--- src/rtl/pfs_pkg.sv ---
package pfs_pkg;

    // Fixed field widths.
    localparam int ACTION_W  = 2;
    localparam int CPU_W     = 2;
    localparam int OUTCOME_W = 3;
    localparam int VICTIM_W  = 2;
    localparam int CFG_W     = 3;

    localparam logic [CFG_W-1:0] ACTIVE_CPUS_RST = 3'd4;

    // Parameter defaults.
    localparam int NUM_CPUS_DEF       = 4;
    localparam int QUEUE_DEPTH_DEF    = 16;
    localparam int THREAD_ID_BITS_DEF = 8;

    typedef enum logic [ACTION_W-1:0] {
        ACT_INSERT = 2'd0,
        ACT_GET    = 2'd1,
        ACT_TICK   = 2'd2,
        ACT_NONE   = 2'd3
    } t_action;

    typedef enum logic [OUTCOME_W-1:0] {
        OC_QUEUED      = 3'd0,
        OC_IDLE_IGNORE = 3'd1,
        OC_DROPPED     = 3'd2,
        OC_PICKED      = 3'd3,
        OC_IDLE_PICKED = 3'd4,
        OC_TICK_DONE   = 3'd5
    } t_outcome;

    typedef enum logic [1:0] {
        Q_NOP,
        Q_PUSH,
        Q_POP
    } t_q_op;

    typedef enum logic [2:0] {
        ST_IDLE,
        ST_LOOK,
        ST_SCAN,
        ST_POP,
        ST_RDATA,
        ST_OUT
    } t_state;

endpackage

--- src/rtl/pfs_ram.sv ---
module pfs_ram #(
    parameter int WIDTH = 8,
    parameter int DEPTH = 64
) (
    input  logic                     i_clk,
    input  logic                     i_we,
    input  logic [$clog2(DEPTH)-1:0] i_waddr,
    input  logic [WIDTH-1:0]         i_wdata,
    input  logic [$clog2(DEPTH)-1:0] i_raddr,
    output logic [WIDTH-1:0]         o_rdata
);

    logic [WIDTH-1:0] r_mem [DEPTH];
    logic [WIDTH-1:0] r_rdata;

    always_ff @(posedge i_clk) begin
        if (i_we) begin
            r_mem[i_waddr] <= i_wdata;
        end
        r_rdata <= r_mem[i_raddr];
    end

    assign o_rdata = r_rdata;

endmodule

--- src/rtl/pfs_qtab.sv ---
module pfs_qtab #(
    parameter int NUM_CPUS    = pfs_pkg::NUM_CPUS_DEF,
    parameter int QUEUE_DEPTH = pfs_pkg::QUEUE_DEPTH_DEF
) (
    input  logic                             i_clk,
    input  logic                             i_rst_n,
    input  logic [$clog2(NUM_CPUS)-1:0]      i_sel,
    input  pfs_pkg::t_q_op                   i_op,
    output logic [$clog2(QUEUE_DEPTH)-1:0]   o_head,
    output logic [$clog2(QUEUE_DEPTH)-1:0]   o_tail,
    output logic [$clog2(QUEUE_DEPTH+1)-1:0] o_count
);

    localparam int PW = $clog2(QUEUE_DEPTH);
    localparam int CW = $clog2(QUEUE_DEPTH + 1);

    logic [PW-1:0] r_head  [NUM_CPUS];
    logic [PW-1:0] r_tail  [NUM_CPUS];
    logic [CW-1:0] r_count [NUM_CPUS];

    // Ring pointers wrap at the depth, which need not be a power of two.
    function automatic logic [PW-1:0] wrap_inc(input logic [PW-1:0] ptr);
        logic [PW-1:0] res;
        if (ptr == PW'(QUEUE_DEPTH - 1)) begin
            res = '0;
        end else begin
            res = ptr + 1'b1;
        end
        return res;
    endfunction

    assign o_head  = r_head[i_sel];
    assign o_tail  = r_tail[i_sel];
    assign o_count = r_count[i_sel];

    always_ff @(posedge i_clk) begin
        if (!i_rst_n) begin
            for (int i = 0; i < NUM_CPUS; i++) begin
                r_head[i]  <= '0;
                r_tail[i]  <= '0;
                r_count[i] <= '0;
            end
        end else begin
            unique case (i_op)
                pfs_pkg::Q_PUSH: begin
                    r_tail[i_sel]  <= wrap_inc(r_tail[i_sel]);
                    r_count[i_sel] <= r_count[i_sel] + 1'b1;
                end
                pfs_pkg::Q_POP: begin
                    r_head[i_sel]  <= wrap_inc(r_head[i_sel]);
                    r_count[i_sel] <= r_count[i_sel] - 1'b1;
                end
                default: begin
                end
            endcase
        end
    end

    a_push_not_full: assert property (@(posedge i_clk) disable iff (!i_rst_n)
        (i_op == pfs_pkg::Q_PUSH) |-> (o_count < CW'(QUEUE_DEPTH)))
        else $error("push into a full run queue");

    a_pop_not_empty: assert property (@(posedge i_clk) disable iff (!i_rst_n)
        (i_op == pfs_pkg::Q_POP) |-> (o_count != '0))
        else $error("pop from an empty run queue");

    a_count_bound: assert property (@(posedge i_clk) disable iff (!i_rst_n)
        (i_op != pfs_pkg::Q_NOP) |=> (r_count[$past(i_sel)] <= CW'(QUEUE_DEPTH)))
        else $error("run queue count beyond depth");

endmodule

--- src/rtl/per_cpu_fifo_scheduler_with_stealing_unit.sv ---
// Channel  Direction  Handshake                     Payload
// in       input      i_in_valid / o_in_ready       action, cpu, thread and tick flags
// out      output     o_out_valid / i_out_ready     outcome, picked thread, steal info
// cfg      input      i_cfg_valid / o_cfg_ready     active_cpus (3 bits)
//
// Insert and tick requests pass through the look-up state to the result; a get from the own
// queue also passes the pop and read-data states; a steal first scans one active CPU per
// step, since the single count comparator walks the per-CPU counts one at a time.
// The thread is read from a registered RAM, which adds a read-data state to every pop.
// Reset clears all queue pointers and counts at once and sets active_cpus to 4.
// Input is taken only while no request is in flight; a stalled result holds the block.
module per_cpu_fifo_scheduler_with_stealing_unit #(
    parameter int NUM_CPUS       = pfs_pkg::NUM_CPUS_DEF,
    parameter int QUEUE_DEPTH    = pfs_pkg::QUEUE_DEPTH_DEF,
    parameter int THREAD_ID_BITS = pfs_pkg::THREAD_ID_BITS_DEF
) (
    input  logic                          i_clk,
    input  logic                          i_rst_n,

    input  logic                          i_in_valid,
    output logic                          o_in_ready,
    input  logic [pfs_pkg::ACTION_W-1:0]  i_action,
    input  logic [pfs_pkg::CPU_W-1:0]     i_cpu,
    input  logic [THREAD_ID_BITS-1:0]     i_thread_id,
    input  logic                          i_thread_is_idle,
    input  logic                          i_has_current_thread,
    input  logic                          i_current_stopped,
    input  logic                          i_running_idle,

    output logic                          o_out_valid,
    input  logic                          i_out_ready,
    output logic [pfs_pkg::OUTCOME_W-1:0] o_outcome,
    output logic [THREAD_ID_BITS-1:0]     o_picked_thread,
    output logic                          o_stolen,
    output logic [pfs_pkg::VICTIM_W-1:0]  o_victim_cpu,
    output logic                          o_resched,

    input  logic                          i_cfg_valid,
    output logic                          o_cfg_ready,
    input  logic [pfs_pkg::CFG_W-1:0]     i_cfg_data
);

    localparam int SEL_W  = $clog2(NUM_CPUS);
    localparam int PW     = $clog2(QUEUE_DEPTH);
    localparam int CW     = $clog2(QUEUE_DEPTH + 1);
    localparam int NCW    = $clog2(NUM_CPUS + 1);
    localparam int AW     = (NCW > pfs_pkg::CFG_W) ? NCW : pfs_pkg::CFG_W;
    localparam int RAM_AW = SEL_W + PW;

    pfs_pkg::t_state   r_state, n_state;
    logic [pfs_pkg::CFG_W-1:0] r_active;
    pfs_pkg::t_action  r_action, n_action;
    logic [SEL_W-1:0]  r_sel, n_sel;
    logic [SEL_W-1:0]  r_cpu, n_cpu;
    logic [SEL_W-1:0]  r_best, n_best;
    logic [CW-1:0]     r_best_len, n_best_len;
    logic              r_found, n_found;
    logic [THREAD_ID_BITS-1:0] r_tid, n_tid;
    logic              r_idle, n_idle;
    logic              r_has_cur, n_has_cur;
    logic              r_stopped, n_stopped;
    logic              r_run_idle, n_run_idle;

    pfs_pkg::t_outcome r_outcome, n_outcome;
    logic [THREAD_ID_BITS-1:0] r_picked, n_picked;
    logic              r_stolen, n_stolen;
    logic [pfs_pkg::VICTIM_W-1:0] r_victim, n_victim;
    logic              r_resched, n_resched;

    pfs_pkg::t_q_op    q_op;
    logic [PW-1:0]     q_head;
    logic [PW-1:0]     q_tail;
    logic [CW-1:0]     q_count;

    logic              ram_we;
    logic [RAM_AW-1:0] ram_addr;
    logic [THREAD_ID_BITS-1:0] ram_rdata;

    logic [CW-1:0]     cmp_b;
    logic              cmp_gt;
    logic [AW-1:0]     act_ext;
    logic [AW-1:0]     act_eff;
    logic              act_multi;
    logic              scan_last;
    logic              cpu_ok;

    pfs_qtab #(
        .NUM_CPUS    (NUM_CPUS),
        .QUEUE_DEPTH (QUEUE_DEPTH)
    ) u_qtab (
        .i_clk   (i_clk),
        .i_rst_n (i_rst_n),
        .i_sel   (r_sel),
        .i_op    (q_op),
        .o_head  (q_head),
        .o_tail  (q_tail),
        .o_count (q_count)
    );

    pfs_ram #(
        .WIDTH (THREAD_ID_BITS),
        .DEPTH (2 ** RAM_AW)
    ) u_ram (
        .i_clk   (i_clk),
        .i_we    (ram_we),
        .i_waddr (ram_addr),
        .i_wdata (r_tid),
        .i_raddr (ram_addr),
        .o_rdata (ram_rdata)
    );

    assign ram_addr = {r_sel, (r_state == pfs_pkg::ST_POP) ? q_head : q_tail};

    // A register value above the CPU count acts as the CPU count.
    assign act_ext   = AW'(r_active);
    assign act_eff   = (act_ext > AW'(NUM_CPUS)) ? AW'(NUM_CPUS) : act_ext;
    assign act_multi = act_eff > AW'(1);
    assign scan_last = (AW'(r_sel) + AW'(1)) == act_eff;
    assign cpu_ok    = AW'(i_cpu) < AW'(NUM_CPUS);

    // One comparator serves the full check, the empty check and the steal scan.
    always_comb begin
        unique case (r_state)
            pfs_pkg::ST_LOOK: begin
                cmp_b = (r_action == pfs_pkg::ACT_INSERT) ? CW'(QUEUE_DEPTH - 1) : '0;
            end
            pfs_pkg::ST_SCAN: begin
                cmp_b = r_best_len;
            end
            default: begin
                cmp_b = '0;
            end
        endcase
    end

    assign cmp_gt = q_count > cmp_b;

    always_ff @(posedge i_clk) begin
        if (!i_rst_n) begin
            r_state  <= pfs_pkg::ST_IDLE;
            r_active <= pfs_pkg::ACTIVE_CPUS_RST;
        end else begin
            r_state <= n_state;
            if (i_cfg_valid) begin
                r_active <= i_cfg_data;
            end
        end
    end

    always_ff @(posedge i_clk) begin
        r_action   <= n_action;
        r_sel      <= n_sel;
        r_cpu      <= n_cpu;
        r_best     <= n_best;
        r_best_len <= n_best_len;
        r_found    <= n_found;
        r_tid      <= n_tid;
        r_idle     <= n_idle;
        r_has_cur  <= n_has_cur;
        r_stopped  <= n_stopped;
        r_run_idle <= n_run_idle;
        r_outcome  <= n_outcome;
        r_picked   <= n_picked;
        r_stolen   <= n_stolen;
        r_victim   <= n_victim;
        r_resched  <= n_resched;
    end

    always_comb begin
        n_state    = r_state;
        n_action   = r_action;
        n_sel      = r_sel;
        n_cpu      = r_cpu;
        n_best     = r_best;
        n_best_len = r_best_len;
        n_found    = r_found;
        n_tid      = r_tid;
        n_idle     = r_idle;
        n_has_cur  = r_has_cur;
        n_stopped  = r_stopped;
        n_run_idle = r_run_idle;
        n_outcome  = r_outcome;
        n_picked   = r_picked;
        n_stolen   = r_stolen;
        n_victim   = r_victim;
        n_resched  = r_resched;
        q_op       = pfs_pkg::Q_NOP;
        ram_we     = 1'b0;

        unique case (r_state)
            pfs_pkg::ST_IDLE: begin
                n_action   = pfs_pkg::t_action'(i_action);
                n_sel      = SEL_W'(i_cpu);
                n_cpu      = SEL_W'(i_cpu);
                n_tid      = i_thread_id;
                n_idle     = i_thread_is_idle;
                n_has_cur  = i_has_current_thread;
                n_stopped  = i_current_stopped;
                n_run_idle = i_running_idle;
                n_picked   = '0;
                n_stolen   = 1'b0;
                n_victim   = '0;
                n_resched  = 1'b0;
                // Unused actions and absent CPUs are consumed without a result.
                if (i_in_valid && cpu_ok &&
                    (pfs_pkg::t_action'(i_action) != pfs_pkg::ACT_NONE)) begin
                    n_state = pfs_pkg::ST_LOOK;
                end
            end
            pfs_pkg::ST_LOOK: begin
                unique case (r_action)
                    pfs_pkg::ACT_INSERT: begin
                        n_state = pfs_pkg::ST_OUT;
                        if (r_idle) begin
                            n_outcome = pfs_pkg::OC_IDLE_IGNORE;
                        end else if (cmp_gt) begin
                            n_outcome = pfs_pkg::OC_DROPPED;
                        end else begin
                            ram_we    = 1'b1;
                            q_op      = pfs_pkg::Q_PUSH;
                            n_outcome = pfs_pkg::OC_QUEUED;
                        end
                    end
                    pfs_pkg::ACT_GET: begin
                        if (cmp_gt) begin
                            n_state = pfs_pkg::ST_POP;
                        end else if (act_multi) begin
                            n_sel      = '0;
                            n_best     = '0;
                            n_best_len = '0;
                            n_found    = 1'b0;
                            n_state    = pfs_pkg::ST_SCAN;
                        end else begin
                            n_outcome = pfs_pkg::OC_IDLE_PICKED;
                            n_state   = pfs_pkg::ST_OUT;
                        end
                    end
                    default: begin
                        n_outcome = pfs_pkg::OC_TICK_DONE;
                        n_resched = r_has_cur && !r_stopped && (r_run_idle || cmp_gt);
                        n_state   = pfs_pkg::ST_OUT;
                    end
                endcase
            end
            pfs_pkg::ST_SCAN: begin
                // Strictly greater keeps the lowest index on a tie.
                if (cmp_gt) begin
                    n_best_len = q_count;
                    n_best     = r_sel;
                    n_found    = 1'b1;
                end
                if (scan_last) begin
                    n_sel = cmp_gt ? r_sel : r_best;
                    if (r_found || cmp_gt) begin
                        n_state = pfs_pkg::ST_POP;
                    end else begin
                        n_outcome = pfs_pkg::OC_IDLE_PICKED;
                        n_state   = pfs_pkg::ST_OUT;
                    end
                end else begin
                    n_sel = r_sel + 1'b1;
                end
            end
            pfs_pkg::ST_POP: begin
                q_op     = pfs_pkg::Q_POP;
                n_stolen = r_sel != r_cpu;
                n_victim = (r_sel != r_cpu) ? pfs_pkg::VICTIM_W'(r_sel) : '0;
                n_state  = pfs_pkg::ST_RDATA;
            end
            pfs_pkg::ST_RDATA: begin
                n_picked  = ram_rdata;
                n_outcome = pfs_pkg::OC_PICKED;
                n_state   = pfs_pkg::ST_OUT;
            end
            pfs_pkg::ST_OUT: begin
                if (i_out_ready) begin
                    n_state = pfs_pkg::ST_IDLE;
                end
            end
            default: begin
                n_state = pfs_pkg::ST_IDLE;
            end
        endcase
    end

    assign o_in_ready      = r_state == pfs_pkg::ST_IDLE;
    assign o_out_valid     = r_state == pfs_pkg::ST_OUT;
    assign o_outcome       = r_outcome;
    assign o_picked_thread = r_picked;
    assign o_stolen        = r_stolen;
    assign o_victim_cpu    = r_victim;
    assign o_resched       = r_resched;
    assign o_cfg_ready     = 1'b1;

    a_stolen_is_pick: assert property (@(posedge i_clk) disable iff (!i_rst_n)
        (o_out_valid && o_stolen) |-> (o_outcome == pfs_pkg::OC_PICKED))
        else $error("steal reported without a picked thread");

    a_resched_is_tick: assert property (@(posedge i_clk) disable iff (!i_rst_n)
        (o_out_valid && o_resched) |-> (o_outcome == pfs_pkg::OC_TICK_DONE))
        else $error("reschedule reported outside a tick");

    a_scan_in_range: assert property (@(posedge i_clk) disable iff (!i_rst_n)
        (r_state == pfs_pkg::ST_SCAN) |-> (AW'(r_sel) < act_eff))
        else $error("steal scan beyond the active CPUs");

    a_pop_has_thread: assert property (@(posedge i_clk) disable iff (!i_rst_n)
        (r_state == pfs_pkg::ST_POP) |-> (q_count != '0))
        else $error("pop selected an empty queue");

endmodule
--- config.mk ---
export PLATFORM = sky130hd
export DESIGN_NAME = per_cpu_fifo_scheduler_with_stealing_unit
export DESIGN_NICKNAME = d
export VERILOG_FILES = /design/src/rtl/pfs_pkg.sv /design/src/rtl/pfs_ram.sv /design/src/rtl/pfs_qtab.sv /design/src/rtl/per_cpu_fifo_scheduler_with_stealing_unit.sv
export SDC_FILE = /design/constraint.sdc
export NUM_CORES = 1
export LEC_CHECK = 0
export BUFFER_PORTS_ARGS = -buffer_cell sky130_fd_sc_hd__buf_4
export CORE_MARGIN = 5
export CORE_UTILIZATION = 25
export CTS_BUF_LIST = sky130_fd_sc_hd__clkbuf_8
export CTS_CLUSTER_DIAMETER = 200
export DETAILED_ROUTE_END_ITERATION = 10
export GPL_TIMING_DRIVEN = 0
export SLEW_MARGIN = 20
export SYNTH_ARGS = -nofsm -noshare
export SYNTH_HDL_FRONTEND = slang
export SYNTH_HIERARCHICAL = 1
export SYNTH_SLANG_ARGS = --single-unit
--- constraint.sdc ---
create_clock -name i_clk -period 6.46 [get_ports i_clk]
set_input_delay 1.292 -clock i_clk [delete_from_list [all_inputs] [get_ports i_clk]]
set_output_delay 1.292 -clock i_clk [all_outputs]
set_load 0.02 [all_outputs]
Yosys cells after proc, flatten, opt, wreduce, memory -nomap -nowiden:

Memories as Yosys holds them, arrays and structs flattened. A register that Yosys moved wholly into a read port is not among the register bits.
Index checks and enable logic that the tools add are counted.

* bits in registers: 47
* RAM bits: 564
* output and inout bits: 18
* memories: 4

* $add $sub $neg: 6
* magnitude comparators: 3
* equality and inequality tests: 24
* mux-type cells: 79
* bitwise gates (word level): 1
* reduce and logical (&&, ||, !) cells: 24

Memory list
* u_ram.r_mem: depth 64, width 8, read ports 1, clocked after memory_dff 1, wr ports 1, line pfs_ram.sv:13 `logic [WIDTH-1:0] r_mem [DEPTH];`
* u_qtab.r_count: depth 4, width 5, read ports 1, clocked after memory_dff 1, wr ports 4, line pfs_qtab.sv:19 `logic [CW-1:0] r_count [NUM_CPUS];`
* u_qtab.r_head: depth 4, width 4, read ports 1, clocked after memory_dff 1, wr ports 4, line pfs_qtab.sv:17 `logic [PW-1:0] r_head [NUM_CPUS];`
* u_qtab.r_tail: depth 4, width 4, read ports 1, clocked after memory_dff 1, wr ports 4, line pfs_qtab.sv:18 `logic [PW-1:0] r_tail [NUM_CPUS];`

Operators by type and width (count)
* $mux 4: 10
* $mux 3: 12
* $mux 5: 6
* $mux 2: 14
* $mux 1: 24
* $pmux 5 s2: 2
* $pmux 3 s6: 1
* $ne 2x2->1 const B: 8
* $pmux 8 s2: 1
* $pmux 2 s2: 3
* $reduce_and 5->1: 2
* $pmux 3 s3: 1
* $add 4x1->4 const B: 2
* $eq 4x4->1 const B: 2
* $reduce_and 4->1: 2
* $reduce_bool 2->1: 4
* $reduce_or 4->1: 2
* $eq 3x2->1 const B: 2
* $eq 3x3->1 const B: 2
* $ne 3x3->1 const B: 2
* $pmux 1 s2: 3
* $pmux 2 s3: 1
* $pmux 3 s2: 1
* $reduce_bool 3->1: 2
* 23 further kinds: 28

Depth between registers and ports, before layout:

* depth after elaboration: 15
* mapped depth: 20
* gate-level depth less buffers: 17

By module:

Netlist, hierarchy kept.

By module, submodules not included
* pfs_ram: times used 1, cells an instance 940, area each 20166.8 um2, seq. area each 15534.9 um2
* pfs_qtab: times used 1, cells an instance 194, area each 2588.7 um2, seq. area each 1561.5 um2
* per_cpu_fifo_scheduler_with_stealing_unit: times used 1, cells an instance 192, area each 2285.9 um2, seq. area each 1351.3 um2

Worst setup path after synthesis:

Ideal clock, no wire load.

* kind: register to register
* from: reg r_sel[1]
* to: mem u_qtab/r_count[2][4] in the netlist's numbering (data pin)
* arrival: 4.322 ns
* data required time: 6.198 ns
* path slack: 1.876 ns
* cell stages (with the launch flop): 18
* period minus slack after synthesis: 4.584 ns
* cell sequence: edfxtp_1 -> buf_2 -> clkbuf_1 -> mux4_2 -> ha_1 -> nand2b_1 -> a211oi_2 -> o22a_1 -> buf_6 -> nor3b_1 -> nor2b_1 -> nand2_1 -> inv_1 -> ha_1 -> a21o_1 -> a21oi_1 -> xnor2_4 -> mux2_1

RTL lines
* from (decl): line per_cpu_fifo_scheduler_with_stealing_unit.sv:53 `logic [SEL_W-1:0] r_sel, n_sel;`
* from (signal assigned): line per_cpu_fifo_scheduler_with_stealing_unit.sv:152 `r_sel <= n_sel;`
* to (decl): line pfs_qtab.sv:19

==> metrics.md <==
| Metric | Value |
|---|---|
| First-pass DRT Iterations | `5` |
| CTS Buf Count | `99` |
| Critical Path Sink Type | `flip-flop` |
| F_max | `0.167 GHz` |
| Post CTS Setup Buffer Count | `0` |
| Setup WS pre-CTS | `72.8 ps` |
| Max cap viols | `0` |
| Final setup fails | `0` |
| Via density | `4.66` |
| Crit path kind | `flip-flop to flip-flop` |
| P per Cell Area | `451 nW/um2` |
| Clk slew on worst S/H paths | `60 ps` |
| Sequential area share after synthesis | `73.7%` |
| Share of layout cells above drive strength 1 | `25.0%` |
| RR Startpoint | `r_sel[1]` |
| Post-DP HPWL | `41,800 um` |
| Worst r2r path cells | `17` |
| Number of synthesized register bits | `619` |
| Leak | `9.34 nW` |
| Hold crit path type | `flip-flop to flip-flop` |
| EDFF count, synth | `605` |
| Final Hold Vio Count | `0` |
| R2R Path End | `u_qtab/r_count[2][4]` |
| Initial antenna violation count | `2` |
| Initial core utilization | `25.1%` |
| Critical path arrival | `6410 ps` |
| Flop2flop setup slack | `470 ps` |
| Clk sinks | `619` |
| Largest net degree at the start of global routing | `27` |
| Initial DRC Count | `1,409` |
| Post-route ant nets | `0` |
| CTS resizes | `0` |
| Pins over their slew limit | `0` |
| Status | `completed` |
| Worst VDD drop | `204 uV` |
| H-tree depth | `3` |
| Delay-heaviest family, CP | `buffers and inverters` |
| Worst rel slew slack | `24.9%` |
| I/O pin cnt | `42` |
| Tmin final | `5990 ps` |
| Leading area contributor after synthesis | `edfxtp_1` |
| Grt total ovfl | `0` |
| Critical Path End | `u_qtab/r_count[2][4]` |
| Share of the synthesized area in the top cell type | `72.5%` |
| RD Place Congestion | `0.843` |
| TritonCTS clock tree | `yes` |
| Residual DRC | `0` |
| Synth area leaders | `edfxtp_1 73%, mux4_2 13%, nor2_1 1.9%, mux2i_1 1.2%, dfxtp_1 1.1%` |
| CP Depth | `17` |
| Worst Path Buf+Inv | `4` |
| CP max FO | `20` |
| Final #Nets | `1,527` |
| Slew @ Worst Pin | `1130 ps` |
| Number of global-route vias before repair | `13,700` |
| Ratio of final minimum period to clock period | `92.7%` |
| DR WL/cell | `21.5 um` |
| Core area | `99,700 um2` |
| Die H | `326 um` |
| Commonest non-fill, non-tap cells in the layout | `605 x edfxtp_1, 139 x mux4_2, 124 x nor2_1, 103 x clkbuf_8, 58 x buf_4` |
| Top FF cell, synth | `edfxtp_1` |
| Post-route setup slack | `475 ps` |
| First-pass GRT wire length | `91,100 um` |
| WP data required | `6880 ps` |
| Synth async-reset ratio | `0%` |
| Fin util | `29.2%` |
| Total wire length | `61,700 um` |
| CTS max path bufs | `3` |
| Die area | `107,000 um2` |
| Most used cell, CP | `ha_1` |
| Post-Syn Instances | `1,326` |
| Die Wd | `326 um` |
| Synthesized net count | `1,362` |
| Total GRT Usage | `11.3%` |
| Startpoint type of the worst setup path | `flip-flop` |
| Critical path's slowest cell | `edfxtp_1` |
| Non-filler cells, final | `2,868` |
| I/O Buffers | `40` |
| Placed cells | `2,688` |
| RSZ-0062 raised after global routing | `no` |
| Crit path launch | `r_sel[1]` |
| Yosys warning count | `6` |
| Avg Cell Area, Syn | `18.9 um2` |
| Root buffer cell | `clkbuf_8` |
| Hold-fix buffers, CTS | `0` |
| Clk Latency, worst-skew pair | `690 ps` |
| Max incr delay on CP | `1000 ps` |
| Number of distinct library cells after synthesis | `68` |
| Fin Setup TNS | `0 ps` |
| DR vias | `13,400` |
| FP Rows | `116` |
| P&R area growth vs syn | `16.2%` |
| Critical path cell sequence | `buf_2, clkbuf_1, mux4_2, ha_1, nand2b_1, a211oi_2, o22a_1, buf_6, nor3b_1, nor2b_1, nand2_1, inv_1, ha_1, a21o_1, a21oi_1, xnor2_4, mux2_1` |
| Commonest non-fill, non-tap cell in the layout | `edfxtp_1` |
| Area of the mapped netlist | `25,000 um2` |
| Clock skew | `27.9 ps` |
[synthesized netlist by cell type (4+ instances only)]
master / n
nand2b_1: 17
dfxtp_1: 14
inv_1: 16
o22ai_1: 9
nor3_1: 21
mux4_2: 139
nand2_1: 51
o21ai_1: 6
and2_1: 8
xnor2_1: 5
a211oi_1: 5
nor2b_1: 23
a21oi_1: 17
nand3_1: 16
a22oi_1: 4
mux2i_1: 30
buf_6: 6
a221oi_1: 6
o2111ai_1: 5
ha_1: 11
buf_4: 15
buf_1: 4
and3_1: 9
a21o_1: 7
mux2_2: 17
clkbuf_1: 28
o221ai_1: 8
nor2_1: 124
o21ai_0: 15
buf_2: 17
o21a_1: 4
edfxtp_1: 605
nand3b_1: 5
[worst reg2reg max path, stage by stage (launching register included)]
cell,delay (ps)
edfxtp_1,1000
buf_2,450
clkbuf_1,430
mux4_2,440
ha_1,340
nand2b_1,100
a211oi_2,90
o22a_1,210
buf_6,150
nor3b_1,490
nor2b_1,100
nand2_1,210
inv_1,220
ha_1,380
a21o_1,190
a21oi_1,390
xnor2_4,200
mux2_1,350
[where the power goes]
| part | total (W) | internal, W | switching [W] | leakage, nW |
|---|---|---|---|---|
| clock | 0.00300 | 0.00151 | 0.00149 | 1.05 |
| sequential | 0.00538 | 0.00515 | 0.000226 | 5.67 |
| combinational | 0.00475 | 0.00184 | 0.00291 | 2.63 |
[layer usage]
metal / share of wire (%) / vias to the layer above / wire length [um] / GRT usage (%)
li1: - / 5700 / - / -
met1: 41 / 6965 / 25300 / 15.1
met2: 49 / 571 / 30300 / 18.7
met3: 7.0 / 127 / 4310 / 2.27
met4: 2.9 / 0 / 1770 / 3.68
met5: 0 / - / 0 / 0
[worst min path at each step]
stage	startpoint	endpoint	slack, ps	cells after the start
2_1_floorplan	act_ext[2]	act_ext[2]	480	2
3_3_place_gp	u_ram/o_rdata[0]	o_picked_thread[0]	530	1
3_5_place_dp	u_ram/o_rdata[0]	o_picked_thread[0]	520	1
4_1_cts	u_ram/o_rdata[0]	o_picked_thread[0]	540	1
5_1_grt	u_ram/o_rdata[0]	o_picked_thread[0]	560	1
6_report	u_ram/o_rdata[0]	o_picked_thread[0]	530	1
[registers in the layout, indices dropped and copies added, names as in the netlist, 2 cells and up]
signal           cells
o_outcome            3
u_ram/o_rdata        8
u_qtab/r_head       16
r_action             2
r_best_len           5
o_victim_cpu         2
r_sel                2
u_ram/r_mem        512
act_ext              3
u_qtab/r_count      20
o_picked_thread      8
u_qtab/r_tail       16
r_tid                8
r_best               2
r_cpu                2
r_state              3
[cells by family (layout without fill, tap and decap cells)]
group	Yosys count	in the layout	share of synthesized area, %
AOI/OAI and AO/OA	115	115	3.29
other	1	2	0.0150
xor gates and xnor gates	9	9	0.390
adders and majority gates	12	12	0.630
muxes	187	187	14.5
and+or+nand+nor	294	294	5.54
DFF	619	619	73.7
buffers and inverters	89	332	1.95
[through the flow]
| step | power, W | instance area (um2) | hold slack, ps |
|---|---|---|---|
| after detailed placement | 0.0102 | 27300 | 524 |
| after global routing | 0.0137 | 29100 | 557 |
| after global placement | 0.00993 | 27000 | 533 |
| after CTS | 0.0132 | 29100 | 538 |
| after floorplan | 0.00831 | 25000 | 479 |
| final | 0.0131 | 29100 | 534 |
[final cells by class]
| type | instances | area [um2] |
|---|---|---|
| inverter | 17 | 63.8 |
| timing repair buffer | 64 | 638 |
| sequential | 619 | 18400 |
| fill | 9686 | 70600 |
| clock buffer | 103 | 1420 |
| tap | 1298 | 1620 |
| buffer | 72 | 425 |
| clock inverter | 76 | 344 |
| antenna | 1 | 2.50 |
| multi-input combinational | 618 | 6120 |
Note: power is estimated with default switching activity, not from simulation.
